$ cat src/rtl/core/sbge_pkg.sv
`timescale 1ns / 1ps

package sbge_pkg;

    // Configuration port and register map.
    localparam int CFG_IDX_W  = 2;
    localparam int CFG_DATA_W = 56;

    localparam logic [CFG_IDX_W-1:0] REG_BAND_ZERO = 2'd0;
    localparam logic [CFG_IDX_W-1:0] REG_BAND_ONE  = 2'd1;
    localparam logic [CFG_IDX_W-1:0] REG_BAND_TWO  = 2'd2;
    localparam logic [CFG_IDX_W-1:0] REG_BASE_GAIN = 2'd3;

    localparam int SETUP_REGS = 3;
    localparam int BASE_W     = 17;

    // Field widths of one band setup word.
    localparam int IDX_W   = 11;
    localparam int POS_W   = 12;
    localparam int GAIN_W  = 18;
    localparam int KW_W    = 24;
    localparam int SQ_W    = 2 * POS_W;
    localparam int ARG_W   = SQ_W + KW_W;

    // The exp argument is Q.24; the table covers [0,8) at 32 steps per unit.
    localparam int EXP_ENTRIES = 256;
    localparam int EXP_W       = 16;
    localparam int ARG_LSB     = 19;
    localparam int ARG_MSB     = 26;

    // Envelope arithmetic, all in Q.16.
    localparam int TERM_W  = 20;
    localparam int ENV_W   = 22;
    localparam int ENV_U_W = 21;

    typedef enum logic [1:0] {
        MODE_NONE = 2'd0,
        MODE_LOW  = 2'd1,
        MODE_HIGH = 2'd2,
        MODE_BAND = 2'd3
    } band_mode_t;

    typedef struct packed {
        band_mode_t               mode;
        logic [POS_W-1:0]         pos;
        logic signed [GAIN_W-1:0] gain;
        logic [KW_W-1:0]          width;
    } band_cfg_t;

    typedef logic [EXP_W-1:0] exp_tab_t [EXP_ENTRIES];

    // exp(-i/32) in Q0.16, built by repeated Q0.32 multiplication with a
    // series value of exp(-1/32). Entry zero saturates to all ones.
    function automatic exp_tab_t build_exp();
        exp_tab_t    tab;
        logic [63:0] term;
        logic [63:0] e1;
        logic [63:0] cur;
        logic [63:0] v;
        term = 64'd1 << 32;
        e1   = 64'd1 << 32;
        cur  = 64'd1 << 32;
        for (int n = 1; n <= 10; n++)
        begin
            term = term / 64'(32 * n);
            if ((n & 1) != 0)
            begin
                e1 = e1 - term;
            end
            else
            begin
                e1 = e1 + term;
            end
        end
        for (int i = 0; i < EXP_ENTRIES; i++)
        begin
            v      = (cur + 64'd32768) >> 16;
            tab[i] = (v > 64'd65535) ? 16'hFFFF : v[EXP_W-1:0];
            cur    = (cur * e1 + (64'd1 << 31)) >> 32;
        end
        return tab;
    endfunction

    localparam exp_tab_t EXP_TAB = build_exp();

endpackage

$ cat src/rtl/core/sbge_scale.sv
`timescale 1ns / 1ps

// Multiplies both parts by the envelope, then rounds and saturates.
module sbge_scale #(
    parameter int SAMPLE_BITS = 24
) (
    input  logic                                clk,
    input  logic [1:0]                          stage_en,
    input  logic [sbge_pkg::IDX_W-1:0]          idx,
    input  logic signed [SAMPLE_BITS-1:0]       re,
    input  logic signed [SAMPLE_BITS-1:0]       im,
    input  logic [sbge_pkg::ENV_U_W-1:0]        env,
    output logic [sbge_pkg::IDX_W-1:0]          out_index,
    output logic signed [SAMPLE_BITS-1:0]       out_real,
    output logic signed [SAMPLE_BITS-1:0]       out_imag,
    output logic                                clipped
);

    localparam int PROD_W = SAMPLE_BITS + sbge_pkg::ENV_U_W + 1;
    localparam int RES_W  = PROD_W - 16;
    localparam logic signed [RES_W-1:0] SAT_HI =
        RES_W'((64'sd1 <<< (SAMPLE_BITS - 1)) - 64'sd1);
    localparam logic signed [RES_W-1:0] SAT_LO = -SAT_HI - RES_W'(1);

    logic signed [sbge_pkg::ENV_U_W:0]  env_s;
    logic signed [PROD_W-1:0]           prod_re_reg;
    logic signed [PROD_W-1:0]           prod_im_reg;
    logic [sbge_pkg::IDX_W-1:0]         idx_reg;
    logic [SAMPLE_BITS:0]               sat_re;
    logic [SAMPLE_BITS:0]               sat_im;
    logic [sbge_pkg::IDX_W-1:0]         out_index_reg;
    logic signed [SAMPLE_BITS-1:0]      out_real_reg;
    logic signed [SAMPLE_BITS-1:0]      out_imag_reg;
    logic                               clipped_reg;

    // Returns the clip flag above the saturated value.
    function automatic logic [SAMPLE_BITS:0] round_sat(input logic signed [PROD_W-1:0] p);
        logic signed [PROD_W-1:0] rounded;
        logic signed [RES_W-1:0]  r;
        rounded = p + PROD_W'(32768);
        r       = rounded[PROD_W-1:16];
        if (r > SAT_HI)
        begin
            return {1'b1, SAT_HI[SAMPLE_BITS-1:0]};
        end
        if (r < SAT_LO)
        begin
            return {1'b1, SAT_LO[SAMPLE_BITS-1:0]};
        end
        return {1'b0, r[SAMPLE_BITS-1:0]};
    endfunction

    assign env_s = $signed({1'b0, env});

    always_comb
    begin
        sat_re = round_sat(prod_re_reg);
        sat_im = round_sat(prod_im_reg);
    end

    always_ff @(posedge clk)
    begin
        if (stage_en[0])
        begin
            prod_re_reg <= PROD_W'(re) * PROD_W'(env_s);
            prod_im_reg <= PROD_W'(im) * PROD_W'(env_s);
            idx_reg     <= idx;
        end
        if (stage_en[1])
        begin
            out_real_reg  <= sat_re[SAMPLE_BITS-1:0];
            out_imag_reg  <= sat_im[SAMPLE_BITS-1:0];
            clipped_reg   <= sat_re[SAMPLE_BITS] | sat_im[SAMPLE_BITS];
            out_index_reg <= idx_reg;
        end
    end

    assign out_index = out_index_reg;
    assign out_real  = out_real_reg;
    assign out_imag  = out_imag_reg;
    assign clipped   = clipped_reg;

endmodule

$ cat config.mk
export PLATFORM = sky130hd
export DESIGN_NAME = sbge_scale
export DESIGN_NICKNAME = d
export VERILOG_FILES = /design/src/rtl/core/sbge_pkg.sv /design/src/rtl/core/sbge_scale.sv
export SDC_FILE = /design/constraint.sdc
export NUM_CORES = 2
export LEC_CHECK = 0
export ABC_CLOCK_PERIOD_IN_PS = 16100
export CORE_MARGIN = 4
export CORE_UTILIZATION = 35
export DETAILED_ROUTE_END_ITERATION = 10
export DONT_BUFFER_PORTS = 1
export PLACE_DENSITY_LB_ADDON = 0.08
export RECOVER_POWER = 50
export SKIP_LAST_GASP = 1
export SLEW_MARGIN = 20
export SYNTH_ARGS = -nofsm -noshare
export SYNTH_HDL_FRONTEND = slang
export SYNTH_SLANG_ARGS = --single-unit
$ cat constraint.sdc
create_clock -name clk -period 16.1 [get_ports clk]
set_input_delay 3.22 -clock clk [delete_from_list [all_inputs] [get_ports clk]]
set_output_delay 3.22 -clock clk [all_outputs]
set_load 0.1 [all_outputs]
==> flow_metrics.py <==
metrics = {
    "setup_path": {
        "crit_start": "im[9]",
        "cpPeakStageDelay_ps": 570,
        "crit_type": "primary input to flop",
        "cp_max_fo": 21,
        "required_ps": 16350,
        "start_kind": "primary input",
        "crit_chain": "and2_1 > fa_1 > fa_1 > inv_1 > fa_1 > inv_1 > fa_1 > inv_1 > fa_1 > inv_1 > fa_1 > fa_1 > ha_1 > nand2_1 > o21ai_0 > o41ai_1 > o211ai_1 > a21oi_1 > o31a_1 > o221ai_1 > a41oi_1 > xnor2_1",
        "r2r_setup_slack_ps": 12400,
        "crit_path_frequent_cell": "fa_1",
        "cp.arrival_ps": 9720,
        "reg2reg_from": "prod_re_reg[15]",
        "r2r_cells": 9,
        "crit_path_top_delay_cell": "a21oi_1",
        "setup.worst_path.end": "prod_im_reg[40]",
        "timing.rr.end": "out_real[4]",
        "crit_path_end_kind": "flop",
    },
    "logic_synthesis": {
        "syn_avg_cell_area_um2": 9.91,
        "yosys_warnings": 0,
        "synth_edf_count": 133,
        "ys.flop_type": "edfxtp_1",
        "synthArstFlopShare_pct": 0,
        "syn-num-nets": 5485,
        "netlist_area_um2": 40900,
        "syn_inst": 4130,
        "synth-seq-cells": 133,
        "ys_seq_area_share_pct": 9.76,
        "synth_top_area_cell": "fa_1",
        "synth_cell_types": 77,
        "synth.area.top_cells": "fa_1 (50%), edfxtp_1 (9.8%), and2_1 (8.6%), inv_1 (8.1%), ha_1 (7.4%)",
        "synth_top_area_share_pct": 50.4,
    },
    "timing": {
        "worst_pin_slew_ps": 1050,
        "post-route-period-util_pct": 58.8,
        "hold_viol": 0,
        "timing.fmax_mhz": 106,
        "setup_violations": 0,
        "period_minus_slack_ps": 9470,
        "setup_tns_ps": 0,
        "finalMaxSlewViolations": 0,
        "skew_ps": 22.5,
        "rsz0062_at_grt": "false",
        "slew_headroom_pct": 29.9,
    },
    "clocking": {
        "cts_tree": "yes",
        "clkTransAtPathRegs_ps": 70,
        "cts_setup_buffers": 0,
        "postCtsHoldBufs": 0,
        "cts_resized": 0,
        "root_buffer": "clkbuf_16",
        "cts_sinks": 133,
        "htreeDepth": 4,
        "cts_buffers": 17,
        "clk_latency_ps": 490,
        "cts.path.max_buffers": 2,
    },
    "drt": {
        "drt_iter0_markers": 1085,
        "finalWirelength_um": 107000,
        "vias_per_cell": 4.79,
        "num_vias": 26155,
        "ant_nets": 0,
        "drc_errors": 0,
        "dr.pass1.iters": 5,
        "routedWlPerCell_um": 19.5,
    },
    "min_path": {
        "hold_class": "flop to flop",
    },
    "global_route": {
        "grt_antenna_before_repair": 1,
        "grt_pass1_vias": 29707,
        "grt_max_degree": 74,
        "grt_pass1_wl_um": 173000,
        "grt_use_total_pct": 18.4,
        "grt.overflow.total": 0,
    },
    "place": {
        "io_buffer_count": 0,
        "post-dp-hpwl_um": 84900,
        "gp_congestion": 0.775,
        "place_inst": 5434,
    },
    "cells_and_area": {
        "layout_common_cells": "fa_1 (1029), inv_1 (883), and2_1 (560)",
        "final_common_cell": "fa_1",
        "area_growth_pct": 4.03,
        "drive_gt1_share_pct": 1.27,
        "fin_cells": 5465,
        "nets": 5284,
    },
    "die": {
        "initial_utilization_pct": 35.2,
        "io_pins": 143,
        "core_um2": 116000,
        "die_h_um": 350,
        "die_x_um": 350,
        "fp.dieArea_um2": 122000,
        "rows": 125,
    },
    "status": {
        "status": "finished clean",
    },
    "run": {
        "cap_violations": 0,
    },
}
[how the worst min path moves through the flow]
stage           startpoint             to  slack (ps)  depth (start not counted)
4_1_cts         idx_reg[8]   out_index[8]         420                          0
3_3_place_gp    idx_reg[8]   out_index[8]         400                          0
3_5_place_dp    idx_reg[7]   out_index[7]         400                          0
6_report       idx_reg[10]  out_index[10]         410                          0
5_1_grt        idx_reg[10]  out_index[10]         410                          0
2_1_floorplan   idx_reg[0]   out_index[0]         400                          0
[metrics by stage]
stage	setup WS, ps	util (%)	cell area, um2	hold slack (ps)
detailed placement	6070	36.1	42000	405
global placement	6170	36.1	42000	401
CTS	6620	36.6	42600	415
global route	6180	36.6	42600	415
finish	6630	36.6	42600	413
floorplan	6240	-	40900	400
[layout make-up]
cell class,instances,area [um2]
Fill cell,11917,73600
Multi-Input combinational cell,2894,32800
Clock buffer,17,425
Clock inverter,13,160
Antenna cell,1,2.50
Tap cell,1524,1910
Sequential cell,133,3990
Inverter,883,3310
[critical path: cells and delay by family]
| kind | cells | cell delay, ps |
|---|---|---|
| AND/OR/NAND/NOR | 2 | 250 |
| buffers and inverters | 4 | 210 |
| XOR/XNOR | 1 | 90 |
| AO/OA/AOI/OAI | 7 | 2170 |
| adder cells (fa/ha/maj) | 8 | 3750 |
[Yosys cell counts (all sizes together) (11+ instances only)]
library cell / instances
a21o: 28
nand4: 29
o21ai: 81
inv: 883
xor2: 46
nor3: 20
and3: 11
nand3: 40
nand2: 502
nor2: 50
xnor2: 78
fa: 1030
and2: 560
a211oi: 11
a21oi: 68
ha: 242
edfxtp: 133
clkbuf: 214
[routing by layer]
metal	vias up	global-route usage [%]	part of all wire, %
met3	57	2.14	2.8
li1	11806	-	-
met4	0	3.71	1.5
met5	-	0	0
met2	279	33.8	53
met1	14013	23.5	43
[cells by family after synthesis]
| logic type | Yosys count | share of synthesized area [%] |
|---|---|---|
| buf+inv | 1103 | 10.2 |
| simple gates | 1239 | 15.5 |
| xor+xnor | 124 | 2.65 |
| flops | 133 | 9.76 |
| fa+ha+maj | 1272 | 57.8 |
| compound gates | 259 | 4.11 |
Power is left out: the tool's default activity adds up to more than one toggle a clock period on the data nets, which glitch-free logic cannot reach.
