<file path="config.mk">
export PLATFORM = sky130hd
export DESIGN_NAME = sbge_band_lane
export DESIGN_NICKNAME = d
export VERILOG_FILES = /design/src/rtl/core/sbge_pkg.sv /design/src/rtl/core/sbge_band_lane.sv
export SDC_FILE = /design/constraint.sdc
export NUM_CORES = 2
export LEC_CHECK = 0
export BUFFER_PORTS_ARGS = -buffer_cell sky130_fd_sc_hd__buf_4
export CAP_MARGIN = 20
export CORE_ASPECT_RATIO = 0.5
export CORE_UTILIZATION = 50
export DETAILED_ROUTE_END_ITERATION = 16
export PLACE_DENSITY_LB_ADDON = 0.2
export SLEW_MARGIN = 40
export SYNTH_ARGS = -nofsm -noshare
export SYNTH_HDL_FRONTEND = slang
export SYNTH_SLANG_ARGS = --single-unit
</file>
<file path="constraint.sdc">
create_clock -name clk -period 10.8 [get_ports clk]
set_input_delay 0.54 -clock clk [delete_from_list [all_inputs] [get_ports clk]]
set_output_delay 0.54 -clock clk [all_outputs]
set_load 0.01 [all_outputs]
</file>
<file path="src/rtl/core/sbge_pkg.sv">
`timescale 1ns / 1ps

package sbge_pkg;

    // Configuration port and register map.
    localparam int CFG_IDX_W  = 2;
    localparam int CFG_DATA_W = 56;

    localparam logic [CFG_IDX_W-1:0] REG_BAND_ZERO = 2'd0;
    localparam logic [CFG_IDX_W-1:0] REG_BAND_ONE  = 2'd1;
    localparam logic [CFG_IDX_W-1:0] REG_BAND_TWO  = 2'd2;
    localparam logic [CFG_IDX_W-1:0] REG_BASE_GAIN = 2'd3;

    localparam int SETUP_REGS = 3;
    localparam int BASE_W     = 17;

    // Field widths of one band setup word.
    localparam int IDX_W   = 11;
    localparam int POS_W   = 12;
    localparam int GAIN_W  = 18;
    localparam int KW_W    = 24;
    localparam int SQ_W    = 2 * POS_W;
    localparam int ARG_W   = SQ_W + KW_W;

    // The exp argument is Q.24; the table covers [0,8) at 32 steps per unit.
    localparam int EXP_ENTRIES = 256;
    localparam int EXP_W       = 16;
    localparam int ARG_LSB     = 19;
    localparam int ARG_MSB     = 26;

    // Envelope arithmetic, all in Q.16.
    localparam int TERM_W  = 20;
    localparam int ENV_W   = 22;
    localparam int ENV_U_W = 21;

    typedef enum logic [1:0] {
        MODE_NONE = 2'd0,
        MODE_LOW  = 2'd1,
        MODE_HIGH = 2'd2,
        MODE_BAND = 2'd3
    } band_mode_t;

    typedef struct packed {
        band_mode_t               mode;
        logic [POS_W-1:0]         pos;
        logic signed [GAIN_W-1:0] gain;
        logic [KW_W-1:0]          width;
    } band_cfg_t;

    typedef logic [EXP_W-1:0] exp_tab_t [EXP_ENTRIES];

    // exp(-i/32) in Q0.16, built by repeated Q0.32 multiplication with a
    // series value of exp(-1/32). Entry zero saturates to all ones.
    function automatic exp_tab_t build_exp();
        exp_tab_t    tab;
        logic [63:0] term;
        logic [63:0] e1;
        logic [63:0] cur;
        logic [63:0] v;
        term = 64'd1 << 32;
        e1   = 64'd1 << 32;
        cur  = 64'd1 << 32;
        for (int n = 1; n <= 10; n++)
        begin
            term = term / 64'(32 * n);
            if ((n & 1) != 0)
            begin
                e1 = e1 - term;
            end
            else
            begin
                e1 = e1 + term;
            end
        end
        for (int i = 0; i < EXP_ENTRIES; i++)
        begin
            v      = (cur + 64'd32768) >> 16;
            tab[i] = (v > 64'd65535) ? 16'hFFFF : v[EXP_W-1:0];
            cur    = (cur * e1 + (64'd1 << 31)) >> 32;
        end
        return tab;
    endfunction

    localparam exp_tab_t EXP_TAB = build_exp();

endpackage

</file>
<file path="src/rtl/core/sbge_band_lane.sv">
`timescale 1ns / 1ps

// One band's contribution to the envelope, four register stages deep.
module sbge_band_lane (
    input  logic                                   clk,
    input  sbge_pkg::band_cfg_t                    band_cfg,
    input  logic [3:0]                             stage_en,
    input  logic [sbge_pkg::IDX_W-1:0]             idx,
    output logic signed [sbge_pkg::TERM_W-1:0]     term
);

    logic [sbge_pkg::POS_W-1:0]          idx_ext;
    logic [sbge_pkg::POS_W-1:0]          span;
    logic signed [sbge_pkg::TERM_W-1:0]  step_gain;
    logic signed [sbge_pkg::TERM_W-1:0]  lh_next;
    logic [sbge_pkg::SQ_W-1:0]           sq_next;
    logic [sbge_pkg::SQ_W-1:0]           sq_reg;
    logic signed [sbge_pkg::TERM_W-1:0]  lh_a_reg;
    logic [sbge_pkg::ARG_W-1:0]          arg_reg;
    logic signed [sbge_pkg::TERM_W-1:0]  lh_b_reg;
    logic                                in_range;
    logic [sbge_pkg::EXP_W-1:0]          exp_next;
    logic [sbge_pkg::EXP_W-1:0]          exp_reg;
    logic signed [sbge_pkg::TERM_W-1:0]  lh_c_reg;
    logic signed [34:0]                  bp_prod;
    logic signed [34:0]                  bp_round;
    logic signed [sbge_pkg::TERM_W-1:0]  term_next;
    logic signed [sbge_pkg::TERM_W-1:0]  term_reg;

    // Distance to the position bin and the low/high step term.
    always_comb
    begin
        idx_ext   = sbge_pkg::POS_W'(idx);
        span      = (idx_ext >= band_cfg.pos) ? idx_ext - band_cfg.pos
                                              : band_cfg.pos - idx_ext;
        sq_next   = sbge_pkg::SQ_W'(span) * sbge_pkg::SQ_W'(span);
        step_gain = {band_cfg.gain, 2'b00};
        case (band_cfg.mode)
            sbge_pkg::MODE_NONE: lh_next = '0;
            sbge_pkg::MODE_LOW:  lh_next = (idx_ext < band_cfg.pos) ? step_gain : '0;
            sbge_pkg::MODE_HIGH: lh_next = (idx_ext > band_cfg.pos) ? step_gain : '0;
            sbge_pkg::MODE_BAND: lh_next = '0;
        endcase
    end

    always_ff @(posedge clk)
    begin
        if (stage_en[0])
        begin
            sq_reg   <= sq_next;
            lh_a_reg <= lh_next;
        end
        if (stage_en[1])
        begin
            arg_reg  <= sbge_pkg::ARG_W'(sq_reg) * sbge_pkg::ARG_W'(band_cfg.width);
            lh_b_reg <= lh_a_reg;
        end
        if (stage_en[2])
        begin
            exp_reg  <= exp_next;
            lh_c_reg <= lh_b_reg;
        end
        if (stage_en[3])
        begin
            term_reg <= term_next;
        end
    end

    // Arguments of eight and above fall off the table and give no term.
    always_comb
    begin
        in_range = (arg_reg[sbge_pkg::ARG_W-1:sbge_pkg::ARG_MSB+1] == '0);
        exp_next = in_range
                 ? sbge_pkg::EXP_TAB[arg_reg[sbge_pkg::ARG_MSB:sbge_pkg::ARG_LSB]]
                 : '0;
    end

    // Gain times table value, rounded half up from Q.30 to Q.16.
    always_comb
    begin
        bp_prod   = 35'($signed(band_cfg.gain)) * 35'($signed({1'b0, exp_reg}));
        bp_round  = bp_prod + 35'sd8192;
        term_next = (band_cfg.mode == sbge_pkg::MODE_BAND)
                  ? bp_round[14 +: sbge_pkg::TERM_W] : lh_c_reg;
    end

    assign term = term_reg;

endmodule

</file>
==> flow_summary_export.csv <==
group,metric,value,unit
timing,setup_viol,0,
timing,hold_slack,0.420,ns
synth,synthTopCellsByCount,"978 x inv_1, 835 x fa_1, 637 x nand2_1",
floorplanning,placementRows,74,
placement,hpwl,89800,um
cts,cts_tree,"yes",
synth,ys_seq_area_share,10.3,%
worst_setup_path,crit_chain,"buf_4 -> nand2_1 -> fa_1 -> inv_1 -> fa_1 -> inv_1 -> fa_1 -> fa_1 -> inv_1 -> fa_1 -> fa_1 -> fa_1 -> ha_1 -> a211oi_1 -> o211ai_1 -> o311ai_2 -> o31ai_2 -> o2111ai_1 -> and2_1 -> o21a_1 -> o311ai_0",
cells_and_area,largest_reg_flops,29,
cells_and_area,area_growth,5.27,%
worst_setup_path,required,10.98,ns
hold_path,hp-class,"register to register",
hold_path,hold-path-endpoint,"lh_b_reg[2]",
floorplanning,pin_count,92,
detailed_routing,via_per_inst,5.58,
cts,cts_setup_buffers,0,
synth,synth.avg_cell_area,9.02,um2
placement,pre_cts_ws,2.50,ns
detailed_routing,routedWlPerCell,20.7,um
timing,fmax,0.123,GHz
timing,relSlewSlack,41.3,%
synth,synth.yosys.warnings,0,
outcome,status,"finished with violations",
grt,antenna_found_initial,4,
timing,finClkSkew,0.0298,ns
timing,min_period,8.15,ns
synth,yosysMostFrequentCell,"inv_1",
synth,postSynthCellCount,4609,
synth,yosys_most_used_dff,"edfxtp_1",
cts,cts.sinks,142,
cts,cts_resized,0,
timing,setup_ws,2.65,ns
cells_and_area,final_layout_size_suffix_gt1_share,5.10,%
timing,setup_tns,0,ns
cells_and_area,fillers,7553,
cts,cts_buffer_depth,2,
cts,cts_buffers,17,
hold_path,min-delay-start,"lh_a_reg[2]",
detailed_routing,drtAntennaViolNets,0,
floorplanning,die-area,84400,um2
cts,htree_levels,4,
grt,track_usage,28.7,%
grt,overflow,0,
floorplanning,die_h,206,um
worst_setup_path,critPathBufInv,4,
grt,grt_max_degree,84,
cts,clk-insertion-delay-late,0.50,ns
worst_setup_path,reg2reg_slack,2.65,ns
worst_setup_path,worstSetupEndpointType,"register",
synth,async_reset_ff_share,0,%
timing,rsz0062_at_grt,"false",
detailed_routing,drtIter0Drc,2666,
detailed_routing,drt_wl_total,117000,um
worst_setup_path,worstSetupPathType,"register to register",
hold_path,min_delay_path_depth,0,
detailed_routing,dr_total_vias,31500,
worst_setup_path,worst_path_max_delay_cell,"edfxtp_1",
timing,final_hold_viol_count,0,
timing,drv_slew,0,
floorplanning,start_util,50.7,%
synth,ys_types,90,
synth,synth_edf_count,142,
timing,worstMarginPinSlew,0.880,ns
synth,yosys.area.top_type,"fa_1",
worst_setup_path,r2r_cells,21,
worst_setup_path,cp_data_arrival_time,8.34,ns
worst_setup_path,cp_top_family,"adder cells",
grt,grt_pass1_wl,187000,um
detailed_routing,firstDrtPassIters,14,
floorplanning,die_w,410,um
placement,portBuffers,91,
worst_setup_path,r2r_start,"sq_reg[10]",
worst_setup_path,cpPeakStageDelay,0.85,ns
synth,synth_area_leaders,"fa_1 40%, ha_1 11%, edfxtp_1 10%, inv_1 8.8%, nand2_1 5.8%",
cts,cts.clk_slew.worst_paths,0.07,ns
worst_setup_path,rr_endpoint,"arg_reg[42]",
timing,finalCritPeriodShare,75.5,%
job,max-cap-violations,0,
cts,clockRootBuffer,"clkbuf_16",
cells_and_area,nNetsFinal,5808,
placement,gp_congestion,1.02,
cts,ctsHoldBuffers,0,
worst_setup_path,worst-path-max-fanout,17,
synth,syn-cell-area,41600,um2
floorplanning,core_area,81900,um2
worst_setup_path,startpoint_type,"register",
synth,synth_top_area_share,40.2,%
worst_setup_path,cpMostUsedCell,"fa_1",
outcome,violations,"DRC",
detailed_routing,drc,4,
grt,grt_pass1_vias,33300,
synth,ys_ff_latch,142,
## per-layer routing
layer / up-vias / wire [um] / track usage [%]
met5: - / 0 / 0
met4: 0 / 3650 / 9.34
met3: 222 / 8120 / 4.37
met2: 1188 / 55100 / 47.4
met1: 16100 / 50100 / 39.1
li1: 14100 / - / -
## cell families (layout without fill, tap and decap cells)
family,after synthesis,after routing,synth area share (%)
xor+xnor,93,93,2.02
simple gates,1373,1373,15.8
mux,23,23,0.930
flops,142,142,10.3
compound gates,546,546,8.50
fa+ha+maj,1204,1204,51.3
other cells,2,10,0.0181
buf+inv,1226,1155,11.2
## area by class of cell
class / instances / area, um2 / area share [%]
timing repair buffer: 142 / 1100 / 2.51
antenna: 1 / 2.50 / 0.00572
multi-input combinational: 3248 / 32700 / 74.8
clock inverter: 15 / 190 / 0.435
clock buffer: 17 / 425 / 0.972
inverter: 981 / 3680 / 8.42
tap: 1102 / 1380 / 3.15
sequential: 142 / 4260 / 9.75
## cell usage in the layout (no fill, tap or decap), drive strengths merged, types with 11 or more instances in the layout
master  instances
inv           991
fa            835
nand2         637
and2          372
ha            369
nor2          165
a21oi         148
edfxtp        142
buf           142
o21ai         129
xnor2          60
nand3          44
a31oi          34
nor3           34
xor2           33
a21o           29
a211oi         29
o211ai         27
nor2b          22
or2            18
nand2b         17
clkbuf         17
a311oi         17
o221ai         15
o22ai          14
o21a           13
and3           12
mux4           11
nand4          11
o311ai         11
## worst max path at each step
stage | startpoint | endpoint | slack, ns | depth (start not counted)
final | sq_reg[10] | arg_reg[42] | 2.65 | 21
after CTS | sq_reg[10] | arg_reg[42] | 2.48 | 21
after global routing | sq_reg[10] | arg_reg[42] | 2.33 | 21
after global placement | band_cfg[50] | sq_reg[21] | 2.38 | 25
after detailed placement | band_cfg[50] | sq_reg[21] | 2.50 | 27
after floorplan | band_cfg[50] | sq_reg[21] | 3.36 | 31
## per-stage QoR
step	utilization, %	instances	area (um2)
floorplan	-	4616	41600
global placement	52.5	5609	43000
CTS	53.3	5644	43700
global route	53.4	5648	43800
detailed placement	52.6	5612	43100
finish	53.4	5648	43800
Power is not shown: default switching activity piles up to over one toggle a cycle in this logic, so the estimate is an artifact.
